$ cat src/hdl/icr_pkg.sv
// Shared constants and types for the impulse contact resolver.
// Used by icr_divider, icr_comp_lane and impulse_contact_resolver_core.
`default_nettype none

package icr_pkg;

  // Number formats
  localparam int COMP_WIDTH = 21;
  localparam int FRAC_BITS  = 12;
  localparam int NUM_COMP   = 3;
  localparam int NUM_VEC    = 4;
  localparam int VEC_W      = NUM_COMP * COMP_WIDTH;
  localparam int IM_W       = 16;
  localparam int MSUM_W     = IM_W + 1;
  localparam int PEN_W      = 20;
  localparam int REST_W     = 13;

  // Closing speed and impulse numerator
  localparam int PROD_W   = 2 * COMP_WIDTH + 1;
  localparam int DOT_W    = PROD_W + 2;
  localparam int NEGDOT_W = DOT_W - 1;
  localparam int ONE_W    = FRAC_BITS + 1;
  localparam int FACT_W   = ((ONE_W > REST_W) ? ONE_W : REST_W) + 1;
  localparam int NL_W     = NEGDOT_W / 2;
  localparam int NH_W     = NEGDOT_W - NL_W;
  localparam int NUM_W    = NEGDOT_W + FACT_W;
  localparam int DIVJ_W   = NUM_W - FRAC_BITS;
  localparam int DIVC_W   = PEN_W + FRAC_BITS;
  localparam int DIV_W    = (DIVJ_W > DIVC_W) ? DIVJ_W : DIVC_W;

  // Per-body scale: quotient times inverse mass, clamped
  localparam int JL_W = DIV_W / 2;
  localparam int JH_W = DIV_W - JL_W;
  localparam int KF_W = DIV_W + IM_W;
  localparam int K_W  = COMP_WIDTH + FRAC_BITS + 2;
  localparam logic [K_W-1:0] SCALE_CAP = K_W'(1) << (K_W - 1);

  // Component update in a lane
  localparam int KL_W  = (K_W + 1) / 2;
  localparam int KH_W  = K_W - KL_W;
  localparam int DF_W  = K_W + COMP_WIDTH;
  localparam int D_W   = COMP_WIDTH + 1;
  localparam logic [D_W-1:0] D_CAP = D_W'(1) << COMP_WIDTH;
  localparam int SUM_W = COMP_WIDTH + 2;
  localparam logic signed [SUM_W-1:0] SAT_HI = SUM_W'((64'd1 << (COMP_WIDTH - 1)) - 64'd1);
  localparam logic signed [SUM_W-1:0] SAT_LO = -SAT_HI - SUM_W'(1);

  // Pipeline depth
  localparam int PRE_STAGES  = 6;
  localparam int POST_STAGES = 2;
  localparam int LANE_STAGES = 3;
  localparam int LAT = PRE_STAGES + DIV_W + POST_STAGES + LANE_STAGES;

  // Item data carried alongside the dividers
  typedef struct packed {
    logic [VEC_W-1:0] vel_a;
    logic [VEC_W-1:0] vel_b;
    logic [VEC_W-1:0] pos_a;
    logic [VEC_W-1:0] pos_b;
    logic [VEC_W-1:0] nrm;
    logic [IM_W-1:0]  ima;
    logic [IM_W-1:0]  imb;
    logic             apply;
    logic             fault;
  } side_t;

  typedef struct packed {
    logic applied;
    logic mass_fault;
  } flags_t;

  typedef struct packed {
    logic [VEC_W-1:0] new_vel_a;
    logic [VEC_W-1:0] new_vel_b;
    logic [VEC_W-1:0] new_pos_a;
    logic [VEC_W-1:0] new_pos_b;
    flags_t           flags;
  } result_t;

endpackage

`default_nettype wire

$ cat src/hdl/icr_comp_lane.sv
// One component lane: adds or subtracts scale*|n| >> FRAC_BITS, saturated.
// Three register stages; depends on icr_pkg.
`default_nettype none

module icr_comp_lane (
  input  logic                           clk,
  input  logic                           en,
  input  logic [icr_pkg::COMP_WIDTH-1:0] v_in,
  input  logic [icr_pkg::COMP_WIDTH-1:0] n_in,
  input  logic [icr_pkg::K_W-1:0]        scale,
  input  logic                           add,
  output logic [icr_pkg::COMP_WIDTH-1:0] res
);

  localparam int CW = icr_pkg::COMP_WIDTH;
  localparam int KL = icr_pkg::KL_W;
  localparam int KH = icr_pkg::KH_W;
  localparam int DF = icr_pkg::DF_W;
  localparam int DW = icr_pkg::D_W;
  localparam int SW = icr_pkg::SUM_W;

  logic signed [CW:0] n_ext;
  logic [CW-1:0]      mag;
  logic               neg;

  logic [KL+CW-1:0]   plo1;
  logic [KH+CW-1:0]   phi1;
  logic [CW-1:0]      v1;
  logic               neg1;

  logic [DF-1:0]      full2;
  logic [DF-1:0]      sh2;
  logic [DW-1:0]      d2;
  logic [CW-1:0]      v2;
  logic               neg2;

  logic signed [SW-1:0] v_ext;
  logic signed [SW-1:0] d_ext;
  logic signed [SW-1:0] sum3;
  logic signed [SW-1:0] sat3;

  // magnitude of the normal component and direction of the change
  assign n_ext = (CW + 1)'(signed'(n_in));
  assign mag   = n_ext[CW] ? CW'(-n_ext) : CW'(n_ext);
  assign neg   = n_ext[CW] ^ ~add;

  // stage 1: two partial products
  always_ff @(posedge clk) begin
    if (en) begin
      plo1 <= scale[KL-1:0] * mag;
      phi1 <= scale[icr_pkg::K_W-1:KL] * mag;
      v1   <= v_in;
      neg1 <= neg;
    end
  end

  // stage 2: combine, drop fraction, clamp past saturation
  assign full2 = (DF'(phi1) << KL) + DF'(plo1);
  assign sh2   = full2 >> icr_pkg::FRAC_BITS;

  always_ff @(posedge clk) begin
    if (en) begin
      d2   <= (sh2 > DF'(icr_pkg::D_CAP)) ? icr_pkg::D_CAP : DW'(sh2);
      v2   <= v1;
      neg2 <= neg1;
    end
  end

  // stage 3: apply and saturate
  assign v_ext = SW'(signed'(v2));
  assign d_ext = signed'(SW'(d2));
  assign sum3  = neg2 ? (v_ext - d_ext) : (v_ext + d_ext);

  always_comb begin
    if (sum3 > icr_pkg::SAT_HI) begin
      sat3 = icr_pkg::SAT_HI;
    end else if (sum3 < icr_pkg::SAT_LO) begin
      sat3 = icr_pkg::SAT_LO;
    end else begin
      sat3 = sum3;
    end
  end

  always_ff @(posedge clk) begin
    if (en) begin
      res <= sat3[CW-1:0];
    end
  end

endmodule

`default_nettype wire

$ cat config.mk
export PLATFORM = sky130hd
export DESIGN_NAME = icr_comp_lane
export DESIGN_NICKNAME = d
export VERILOG_FILES = /design/src/hdl/icr_pkg.sv /design/src/hdl/icr_comp_lane.sv
export SDC_FILE = /design/constraint.sdc
export NUM_CORES = 2
export LEC_CHECK = 0
export ABC_AREA = 1
export BUFFER_PORTS_ARGS = -buffer_cell sky130_fd_sc_hd__buf_2
export CAP_MARGIN = 20
export CORE_ASPECT_RATIO = 0.7
export CORE_MARGIN = 5
export CORE_UTILIZATION = 63
export CTS_CLUSTER_DIAMETER = 30
export DETAILED_ROUTE_END_ITERATION = 8
export MAX_ROUTING_LAYER = met4
export PLACE_DENSITY_LB_ADDON = 0.08
export SKIP_LAST_GASP = 1
export SYNTH_ARGS = -nofsm -noshare
export SYNTH_HDL_FRONTEND = slang
export SYNTH_SLANG_ARGS = --single-unit
$ cat constraint.sdc
create_clock -name clk -period 14.9 [get_ports clk]
set_clock_uncertainty 0.1 [all_clocks]
set_input_delay 0.745 -clock clk [delete_from_list [all_inputs] [get_ports clk]]
set_output_delay 0.745 -clock clk [all_outputs]
set_load 0.02 [all_outputs]
==> impl_metrics.yaml <==
route:
  antenna_left: 0
  vias: 26800
  routed_wl_mm: 92.0
  drc: 0
  avgViaCountPerCell: 5.53
  drt_iter0_markers: 2444
  drt_first_pass_iters: 6
  routed_wire_length_per_instance_um: 19.0
yosys:
  ys_top_cells_by_area: "sky130_fd_sc_hd__fa_1 (36%), sky130_fd_sc_hd__edfxtp_1 (14%), sky130_fd_sc_hd__inv_1 (11%)"
  synth-edff-count: 152
  synth.yosys.warnings: 0
  synth_top_area_share_pct: 35.6
  synthFlopType: "sky130_fd_sc_hd__edfxtp_1"
  yosysSeqAreaShare_pct: 13.8
  synth_area_sq_um: 33000
  synth_area_per_cell_sq_um: 7.99
  synthDominantAreaCellType: "sky130_fd_sc_hd__fa_1"
  synthDistinctLibCells: 46
  synth_cells: 4132
  synth-async-reset-ratio_pct: 0
  yosys_register_bits: 152
  synth_fp_nets: 5067
grt:
  grt_pass1_vias: 27400
  grt_max_degree: 101
  grt_busiest_layer: "met2"
  grtUsageMet1_pct: 47.0
  grtUsageMet3_pct: 8.99
  grt_remaining_overflow: 0
  initial_antenna_violation_count: 3
  grt_use_total_pct: 34.1
  wire_length_of_the_first_global_routing_pass_mm: 149
  grt_use_met2_pct: 50.5
setup_path:
  worst_ep_arrival_time_ns: 9.04
  setup.worst_path.start_class: "input port"
  timing.critical_path.slowest_stage_cell: "sky130_fd_sc_hd__clkinv_1"
  end_kind: "flip-flop"
  critical_path.max_fanout: 35
  crit_type: "input port to flip-flop"
  slowest_delay_ns: 1.04
  data_required_critical_path_ns: 14.98
floorplanning:
  design.die.area_sq_um: 57200
  num_rows: 70
  die_width_um: 284
  pin_count: 101
  placeableCoreArea_sq_um: 52000
  floorplan.initialDensity_pct: 63.5
  die_height_um: 202
clock_tree:
  clkSinkCount: 152
  cts_buffers: 17
  cts_resized: 0
  clock_latency_ns: 0.45
  tritoncts: "built"
  clock_root_buffer: "sky130_fd_sc_hd__clkbuf_16"
  cts.hold.buffers_added: 0
  path_clk_slew_ns: 0.07
  cts-htree-levels: 4
  post_cts_buffers: 0
  clock_path_buffers: 2
place:
  place.detailed.hpwl_mm: 73.6
  gp_routability_congestion: 0.975
  port_buffers: 100
sta:
  drv_slew: 0
  final-hold-violation-count: 0
  period_minus_ws_final_ns: 8.95
  setup_viol: 0
  slew_headroom_pct: 24.8
  rsz0062_at_grt: "no"
  max_clock_freq_mhz: 112
  min_period_over_period_pct: 60.1
  timing.setup.tns_ns: 0
  tightestPinTransition_ns: 1.13
finish:
  drive_above_1_share_pct: 5.53
  area_delta_synth_final_pct: 4.79
  num_antenna_cells: 0
  finalNetCount: 5079
  mostFrequentLayoutCell: "sky130_fd_sc_hd__inv_1"
  mostFrequentLayoutCells: "sky130_fd_sc_hd__inv_1 (1,000), sky130_fd_sc_hd__nand2_1 (941), sky130_fd_sc_hd__fa_1 (588), sky130_fd_sc_hd__nor2_1 (454), sky130_fd_sc_hd__ha_1 (267)"
outcome:
  status: "completed"
run:
  cap_viol_max_count: 0
worst_hold_path:
  min_delay_worst_type: "flip-flop to flip-flop"
[synth_stat cells (14+ instances only)]
cell,instances
sky130_fd_sc_hd__nand4_1,28
sky130_fd_sc_hd__buf_2,15
sky130_fd_sc_hd__nor4_1,14
sky130_fd_sc_hd__xnor2_1,38
sky130_fd_sc_hd__xor2_1,73
sky130_fd_sc_hd__nor2_1,454
sky130_fd_sc_hd__inv_1,1000
sky130_fd_sc_hd__nand3_1,77
sky130_fd_sc_hd__fa_1,588
sky130_fd_sc_hd__nand2_1,941
sky130_fd_sc_hd__a21oi_1,120
sky130_fd_sc_hd__nand2_2,14
sky130_fd_sc_hd__edfxtp_1,152
sky130_fd_sc_hd__nor3_1,29
sky130_fd_sc_hd__nor2_2,29
sky130_fd_sc_hd__o21ai_0,58
sky130_fd_sc_hd__ha_1,267
sky130_fd_sc_hd__clkbuf_1,96
[path summary, 6_finish.rpt]
path,start,to,slack (ns),cells after the start
worst max-delay path,n_in[0],phi1[25]$_DFFE_PP_,5.95,31
worst min-delay path,v1[7]$_DFFE_PP_,v2[7]$_DFFE_PP_,0.31,0
worst max register to register,d2[0]$_SDFFCE_PN0P_,res[8]$_SDFFCE_PN1P_,10.12,19
worst min register to register,v1[7]$_DFFE_PP_,v2[7]$_DFFE_PP_,0.31,0
[kinds of logic (layout without fill, tap and decap cells)]
| logic type | after synthesis | count (layout) | share of synthesized area (%) |
|---|---|---|---|
| fa+ha+maj | 855 | 855 | 45.8 |
| buf+inv | 1138 | 1163 | 13.1 |
| flops | 152 | 152 | 13.8 |
| compound gates | 246 | 246 | 4.19 |
| xor+xnor | 112 | 112 | 2.99 |
| simple gates | 1629 | 1629 | 20.1 |
[worst max-delay path: cells and delay by family]
family	cells	cell delay [ns]
XOR/XNOR	1	0.16
adder cells (fa/ha/maj)	8	3.26
buffers and inverters	10	1.93
AND/OR/NAND/NOR	6	1.51
AO/OA/AOI/OAI	6	1.37
[layout make-up]
cell class / instances / area (sq um)
sequential: 152 / 4560
timing repair buffer: 117 / 634
tap: 684 / 856
clock inverter: 15 / 196
multi-input combinational: 2842 / 24100
fill: 4530 / 17400
clock buffer: 17 / 425
inverter: 1014 / 3810
[layer usage]
layer  vias to the layer above  part of all wire (%)
li1                      12300                     -
met1                     12900                    42
met2                      1363                    43
met3                       233                    12
met4                         0                   3.5
met5                         -                     0
[flip-flops by register name (all words and copies together) (netlist names)]
name,cells
res,21
v1,21
d2,22
v2,21
phi1,38
neg2,1
plo1,27
neg1,1
[through the flow]
step / cell area (sq um) / utilization, % / setup slack, ns / instances / hold WS [ns]
floorplan: 33000 / - / 7.53 / 4132 / 0.300
global placement: 34000 / 65.3 / 5.86 / 4809 / 0.303
detailed placement: 34000 / 65.3 / 5.74 / 4809 / 0.305
CTS: 34600 / 66.5 / 6.19 / 4841 / 0.315
global route: 34600 / 66.5 / 5.48 / 4841 / 0.314
finish: 34600 / 66.5 / 5.95 / 4841 / 0.314
Power is left out: the tool's default activity adds up to more than one toggle a clock period on the data nets, which glitch-free logic cannot reach.
