**src/hdl/icr_pkg.sv**
```systemverilog
// Shared constants and types for the impulse contact resolver.
// Used by icr_divider, icr_comp_lane and impulse_contact_resolver_core.
`default_nettype none

package icr_pkg;

  // Number formats
  localparam int COMP_WIDTH = 21;
  localparam int FRAC_BITS  = 12;
  localparam int NUM_COMP   = 3;
  localparam int NUM_VEC    = 4;
  localparam int VEC_W      = NUM_COMP * COMP_WIDTH;
  localparam int IM_W       = 16;
  localparam int MSUM_W     = IM_W + 1;
  localparam int PEN_W      = 20;
  localparam int REST_W     = 13;

  // Closing speed and impulse numerator
  localparam int PROD_W   = 2 * COMP_WIDTH + 1;
  localparam int DOT_W    = PROD_W + 2;
  localparam int NEGDOT_W = DOT_W - 1;
  localparam int ONE_W    = FRAC_BITS + 1;
  localparam int FACT_W   = ((ONE_W > REST_W) ? ONE_W : REST_W) + 1;
  localparam int NL_W     = NEGDOT_W / 2;
  localparam int NH_W     = NEGDOT_W - NL_W;
  localparam int NUM_W    = NEGDOT_W + FACT_W;
  localparam int DIVJ_W   = NUM_W - FRAC_BITS;
  localparam int DIVC_W   = PEN_W + FRAC_BITS;
  localparam int DIV_W    = (DIVJ_W > DIVC_W) ? DIVJ_W : DIVC_W;

  // Per-body scale: quotient times inverse mass, clamped
  localparam int JL_W = DIV_W / 2;
  localparam int JH_W = DIV_W - JL_W;
  localparam int KF_W = DIV_W + IM_W;
  localparam int K_W  = COMP_WIDTH + FRAC_BITS + 2;
  localparam logic [K_W-1:0] SCALE_CAP = K_W'(1) << (K_W - 1);

  // Component update in a lane
  localparam int KL_W  = (K_W + 1) / 2;
  localparam int KH_W  = K_W - KL_W;
  localparam int DF_W  = K_W + COMP_WIDTH;
  localparam int D_W   = COMP_WIDTH + 1;
  localparam logic [D_W-1:0] D_CAP = D_W'(1) << COMP_WIDTH;
  localparam int SUM_W = COMP_WIDTH + 2;
  localparam logic signed [SUM_W-1:0] SAT_HI = SUM_W'((64'd1 << (COMP_WIDTH - 1)) - 64'd1);
  localparam logic signed [SUM_W-1:0] SAT_LO = -SAT_HI - SUM_W'(1);

  // Pipeline depth
  localparam int PRE_STAGES  = 6;
  localparam int POST_STAGES = 2;
  localparam int LANE_STAGES = 3;
  localparam int LAT = PRE_STAGES + DIV_W + POST_STAGES + LANE_STAGES;

  // Item data carried alongside the dividers
  typedef struct packed {
    logic [VEC_W-1:0] vel_a;
    logic [VEC_W-1:0] vel_b;
    logic [VEC_W-1:0] pos_a;
    logic [VEC_W-1:0] pos_b;
    logic [VEC_W-1:0] nrm;
    logic [IM_W-1:0]  ima;
    logic [IM_W-1:0]  imb;
    logic             apply;
    logic             fault;
  } side_t;

  typedef struct packed {
    logic applied;
    logic mass_fault;
  } flags_t;

  typedef struct packed {
    logic [VEC_W-1:0] new_vel_a;
    logic [VEC_W-1:0] new_vel_b;
    logic [VEC_W-1:0] new_pos_a;
    logic [VEC_W-1:0] new_pos_b;
    flags_t           flags;
  } result_t;

endpackage

`default_nettype wire

```
**src/hdl/icr_divider.sv**
```systemverilog
// Pipelined restoring divider, one quotient bit per stage.
// Depends on icr_pkg for widths.
`default_nettype none

module icr_divider (
  input  logic                       clk,
  input  logic                       en,
  input  logic [icr_pkg::DIV_W-1:0]  dividend,
  input  logic [icr_pkg::MSUM_W-1:0] divisor,
  output logic [icr_pkg::DIV_W-1:0]  quotient
);

  localparam int W = icr_pkg::DIV_W;
  localparam int R = icr_pkg::MSUM_W;

  logic [R-1:0] rem_r [W];
  logic [W-1:0] dq_r  [W];
  logic [R-1:0] dvs_r [W-1];

  genvar s;
  for (s = 0; s < W; s++) begin : g_stage
    logic [R-1:0] rem_in;
    logic [R-1:0] dvs_in;
    logic [W-1:0] dq_in;
    logic [R:0]   trial;
    logic [R:0]   diff;
    logic         ge;

    if (s == 0) begin : g_first
      assign rem_in = '0;
      assign dq_in  = dividend;
      assign dvs_in = divisor;
    end else begin : g_rest
      assign rem_in = rem_r[s-1];
      assign dq_in  = dq_r[s-1];
      assign dvs_in = dvs_r[s-1];
    end

    // shift in next dividend bit, subtract when it fits
    assign trial = {rem_in, dq_in[W-1]};
    assign ge    = trial >= {1'b0, dvs_in};
    assign diff  = trial - {1'b0, dvs_in};

    always_ff @(posedge clk) begin
      if (en) begin
        rem_r[s] <= ge ? diff[R-1:0] : trial[R-1:0];
        dq_r[s]  <= {dq_in[W-2:0], ge};
      end
    end

    if (s < W - 1) begin : g_fwd
      always_ff @(posedge clk) begin
        if (en) begin
          dvs_r[s] <= dvs_in;
        end
      end
    end
  end

  assign quotient = dq_r[W-1];

endmodule

`default_nettype wire

```
**config.mk**
```make
export PLATFORM = sky130hd
export DESIGN_NAME = icr_divider
export DESIGN_NICKNAME = d
export VERILOG_FILES = /design/src/hdl/icr_pkg.sv /design/src/hdl/icr_divider.sv
export SDC_FILE = /design/constraint.sdc
export NUM_CORES = 2
export LEC_CHECK = 0
export BUFFER_PORTS_ARGS = -buffer_cell sky130_fd_sc_hd__buf_2
export CAP_MARGIN = 25
export CORE_AREA = 2 2 561 563
export CTS_CLUSTER_DIAMETER = 200
export DETAILED_ROUTE_END_ITERATION = 10
export DIE_AREA = 0 0 563 565
export PLACE_DENSITY = 0.65
export SLEW_MARGIN = 20
export SYNTH_ARGS = -nofsm -noshare
export SYNTH_HDL_FRONTEND = slang
export SYNTH_SLANG_ARGS = --single-unit
```
**constraint.sdc**
```tcl
create_clock -name clk -period 4.3 [get_ports clk]
set_input_delay 0.215 -clock clk [delete_from_list [all_inputs] [get_ports clk]]
set_output_delay 0.215 -clock clk [all_outputs]
set_load 0.01 [all_outputs]
```
==> results.txt <==
The cell area after placement came out at approximately 0.16 mm². The via count of the first global-routing pass came out at slightly above 80000. In this run the tool buffered the top-level ports with 110 buffer cells. The routed length per placed instance came out at 18.3 µm.

The worst hold path terminates at dq_r[0][2]. The fill cell instance count of the final layout came out at 24496. The worst slack on hold paths is roughly 0.24 ns. Post-CTS repair changed the size of 0 cells. The data required time of the worst path came out at around 5 ns. The number of placement rows is roughly 210.

The share of the core filled with cells came out at 0.563. Once detail routing completed, the nets flagged for antenna violations numbered 0. The number of enable-type register cells in the synthesized netlist is roughly 3600. The worst setup path is captured at a flop.

The most numerous cell type found on the critical path is o21ai_0. The number of nets in the final layout is approximately 12000. The HPWL after detailed placement is 190000 µm. The detail-routed via count per cell is between 5 and 6. The post-synthesis cell type count came out at 90. The timing-limited maximum frequency is roughly 0.27 GHz.

Summing over every cut layer, the via total after detailed routing is about 80000. Each instance of the synthesized netlist takes up on average 15.1 µm². The number of cells traversed by the worst register-to-register path came out at 10. The violation count after the first detailed-routing iteration came out at 6128.

In this run, synthesis produced a sequential element count of ~3600. The core region area came out at ~0.31 mm². Clock-pin slew was measured on the worst setup and hold paths at approximately 0.060 ns. The total power consumption of the routed design came out at approximately 120 mW. The global placement routability congestion is 0.895. The total power per unit cell area is 701 mW/mm². The number of buffers and inverters on the critical path is 1. The critical register-to-register path endpoint is rem_r[1][59]. The top fanout value on the critical path is 27. STA classifies the critical path startpoint as a flop.

The number of warning messages in the yosys log is 0. The maximum level of the CTS H-tree came out at 5. Entering global routing, the biggest net connects ~150 pins. Along the worst hold path, the cell count comes to 2. The maximum vdd ir drop is 399 µV. The startpoint identified for the worst register-to-register timing path is dvs_r[1][34]. The worst-margin pin slew is between 0.9 and 1 ns. The number of antenna violations at the first check in global routing came out at 6. The fraction of final layout cells with drive strength greater than 1 is 0.113. For this run, the slowest stage of the critical path takes 0.54 ns. The worst setup slack before clock tree synthesis is around 0.53 ns. The area of the mapped netlist came out at 0.155 mm². The total count of hold-check failures in the final report came to 0. The reported leakage power is about 66 nW. Sorting the synthesized cells by area gives the leading types as edfxtp_1, ha_1, mux2_2. The area of the die is ~0.32 mm². The critical path goes through ha_1, inv_1, fa_1, a21o_1, a21oi_1, o21ai_0, a221o_1, o21ai_0, nand2_1, mux2_2.

The share of the Yosys chip area taken by registers is 0.704. CTS saw approximately 3600 sinks. The minimum clock period came out at roughly 3.7 ns.

The starting density of the core is 0.499. The cell-internal power came out at about 85 mW. In this run the post-CTS setup repair buffer count came out at 0. The clock latency at the later pin of the worst-skew pair is ~0.94 ns. The total of max-cap violations is 0. The count of cells in the finished layout, fillers not included, comes to between 15000 and 20000.

The number of detailed-routing iterations run before antenna repair came out at 6. The cell area after layout is about 0.18 mm². The total global-route track usage is 0.174. In this run the horizontal extent of the chip is roughly 560 µm. The buffer depth of the longest clock path is 4. In this run the worst hold path is classified as in -> reg. The normalized max-slew margin is 0.381. The area growth from synthesis to final layout came out at 12.8%. The proportion of register bits with asynchronous set or reset after synthesis is 0. The fraction of synthesized cell area taken by the top area cell type came out at 0.704.

The final-report setup violation count is 0. In this design, the largest share of critical-path delay is due to compound AO/OA/AOI/OAI gates. The analysis attributes to net switching a power of between 30 and 40 mW. The height of the die came out at between 500 and 600 µm. The post-synthesis net count came out at 11186. Among all stages on the critical path, the largest delay is contributed by nand2_1. The clock root buffer master is clkbuf_16. The total length of routed wires is 280000 µm.

The flow ran to the end, and the final reports show no timing, DRC or antenna violations. Of the total power, the share spent switching nets is 0.311. After detailed routing, the number of remaining DRC violations is 0. The share of total power dissipated in combinational logic is 0.317.

The boundary pin count is 111. The global-route wire length before repair came out at 444000 µm. The start-to-end type of the worst setup path is reg -> reg. The final number of max-transition violations came out at 0. For the final routed database, the setup TNS stands at 0 ns. The number of instances in the synthesized netlist is slightly above 10000.

edfxtp_1 takes more of the synthesized area than any other cell. In this run, placement finished with an instance count of ~15000. The remaining global-route overflow is 0. The final setup skew is 0.0565 ns. The number of clock buffers added by TritonCTS is between 300 and 400. The part of the total power dissipated in the clock network is 0.265. The slack of the critical path is roughly 0.56 ns. In the finished design, the share of the clock period the worst path needs comes to 0.871. The most used flip-flop cell after synthesis is edfxtp_1.

Of the total power, registers draw 0.418. TritonCTS built the clock tree. The origin of the worst min-delay path is en. The reg2reg setup slack came out at 0.56 ns. Setup repair after global routing left no endpoint under its margin. For this design, the CTS-stage hold fixing added between 100 and 150 buffers.

For the worst setup path, the data arrival time is between 4 and 5 ns.
## final cells by class
class | instances | area (µm²) | share of cell area
tap | 4140 | 5180 | 0.0295
multi-input combinational | 5505 | 41400 | 0.236
inverter | 1004 | 3770 | 0.0215
clock inverter | 250 | 2840 | 0.0162
sequential | 3646 | 109000 | 0.624
antenna | 5 | 12.5 | 0.0000713
clock buffer | 434 | 9650 | 0.0550
timing repair buffer | 348 | 3070 | 0.0175
## cell families (layout without fill, tap and decap cells)
| family | after synthesis | after routing | share of synthesized area |
|---|---|---|---|
| compound gates | 2056 | 2056 | 0.0843 |
| xor+xnor | 582 | 582 | 0.0328 |
| fa+ha+maj | 811 | 811 | 0.0674 |
| buf+inv | 1159 | 2036 | 0.0297 |
| flops | 3646 | 3646 | 0.704 |
| mux | 444 | 444 | 0.0324 |
| other cells | 0 | 5 | 0 |
| simple gates | 1612 | 1612 | 0.0490 |
## registers in the layout, indices dropped and copies added (netlist names)
| name | cells |
|---|---|
| dvs_r | 765 |
| dq_r | 2116 |
| rem_r | 765 |
## cells in the final DEF, fill, tap and decap left out, types with 44 or more instances in the layout
master and count:
edfxtp_1 3646, inv_1 1002, ha_1 767, a21oi_1 737
nor2_1 552, mux2_2 394, xnor2_1 393, clkbuf_16 377
nand2_1 355, o21ai_0 330, a21o_1 247, xor2_1 189
nor3_1 147, dlygate4sd3_1 126, o21bai_1 124, buf_2 109
nand4_1 102, nand3_1 101, a211oi_1 91, clkinv_1 86
o21a_1 82, buf_4 79, nand2b_1 73, nor2b_1 69
a31oi_1 63, clkbuf_1 57, clkinv_2 51, o31ai_1 50
fa_1 44, bufinv_16 44
## worst reg2reg max path, cell delays in order, from the launching register on
cell and delay [ns]:
edfxtp_1 0.53, ha_1 0.20, inv_1 0.06, fa_1 0.42, a21o_1 0.18, a21oi_1 0.27, o21ai_0 0.18, a221o_1 0.42
o21ai_0 0.19, nand2_1 0.54, mux2_2 0.51
## power by group through the flow
stage	registers [mW]	clock network, mW	logic, mW
floorplan	50.0	0	30.6
global placement	52.3	0	37.7
detailed placement	52.2	0	38.6
CTS	51.6	33.7	39.0
global route	52.0	35.0	43.6
finish	51.4	32.5	39.0
## Yosys cell counts (27+ instances only)
cell type and instances:
a211oi_1 91, a21o_1 247, a21oi_1 741, a31oi_1 63, and3_1 39, buf_4 54
clkbuf_1 66, edfxtp_1 3646, fa_1 44, ha_1 767, inv_1 1002, mux2_2 394
nand2_1 355, nand2b_1 73, nand3_1 101, nand4_1 102, nor2_1 552, nor2b_1 69
nor3_1 147, o211ai_1 34, o21a_1 82, o21ai_0 332, o21bai_1 124, o31a_1 29
o31ai_1 50, o41ai_1 27, or2_2 37, or3_1 39, xnor2_1 393, xor2_1 189
## how the worst max path moves through the flow
| stage | end | depth (start not counted) | startpoint |
|---|---|---|---|
| 6_report | rem_r[1][59] | 10 | dvs_r[1][34] |
| 5_1_grt | rem_r[0][242] | 12 | dq_r[0][643] |
| 4_1_cts | rem_r[1][192] | 12 | dq_r[1][505] |
| 3_5_place_dp | rem_r[1][202] | 12 | dq_r[1][505] |
| 3_3_place_gp | rem_r[1][195] | 12 | dq_r[1][505] |
| 2_1_floorplan | rem_r[2][60] | 13 | dq_r[2][137] |
## metal layers
| layer | global-route usage | vias to the layer above | wire length [µm] |
|---|---|---|---|
| li1 | - | 39839 | - |
| met1 | 0.235 | 39535 | 126000 |
| met2 | 0.292 | 1520 | 135000 |
| met3 | 0.0258 | 527 | 10700 |
| met4 | 0.0530 | 2 | 8130 |
| met5 | 0 | - | 7 |
No activity file was read; power rests on OpenSTA's default activity.
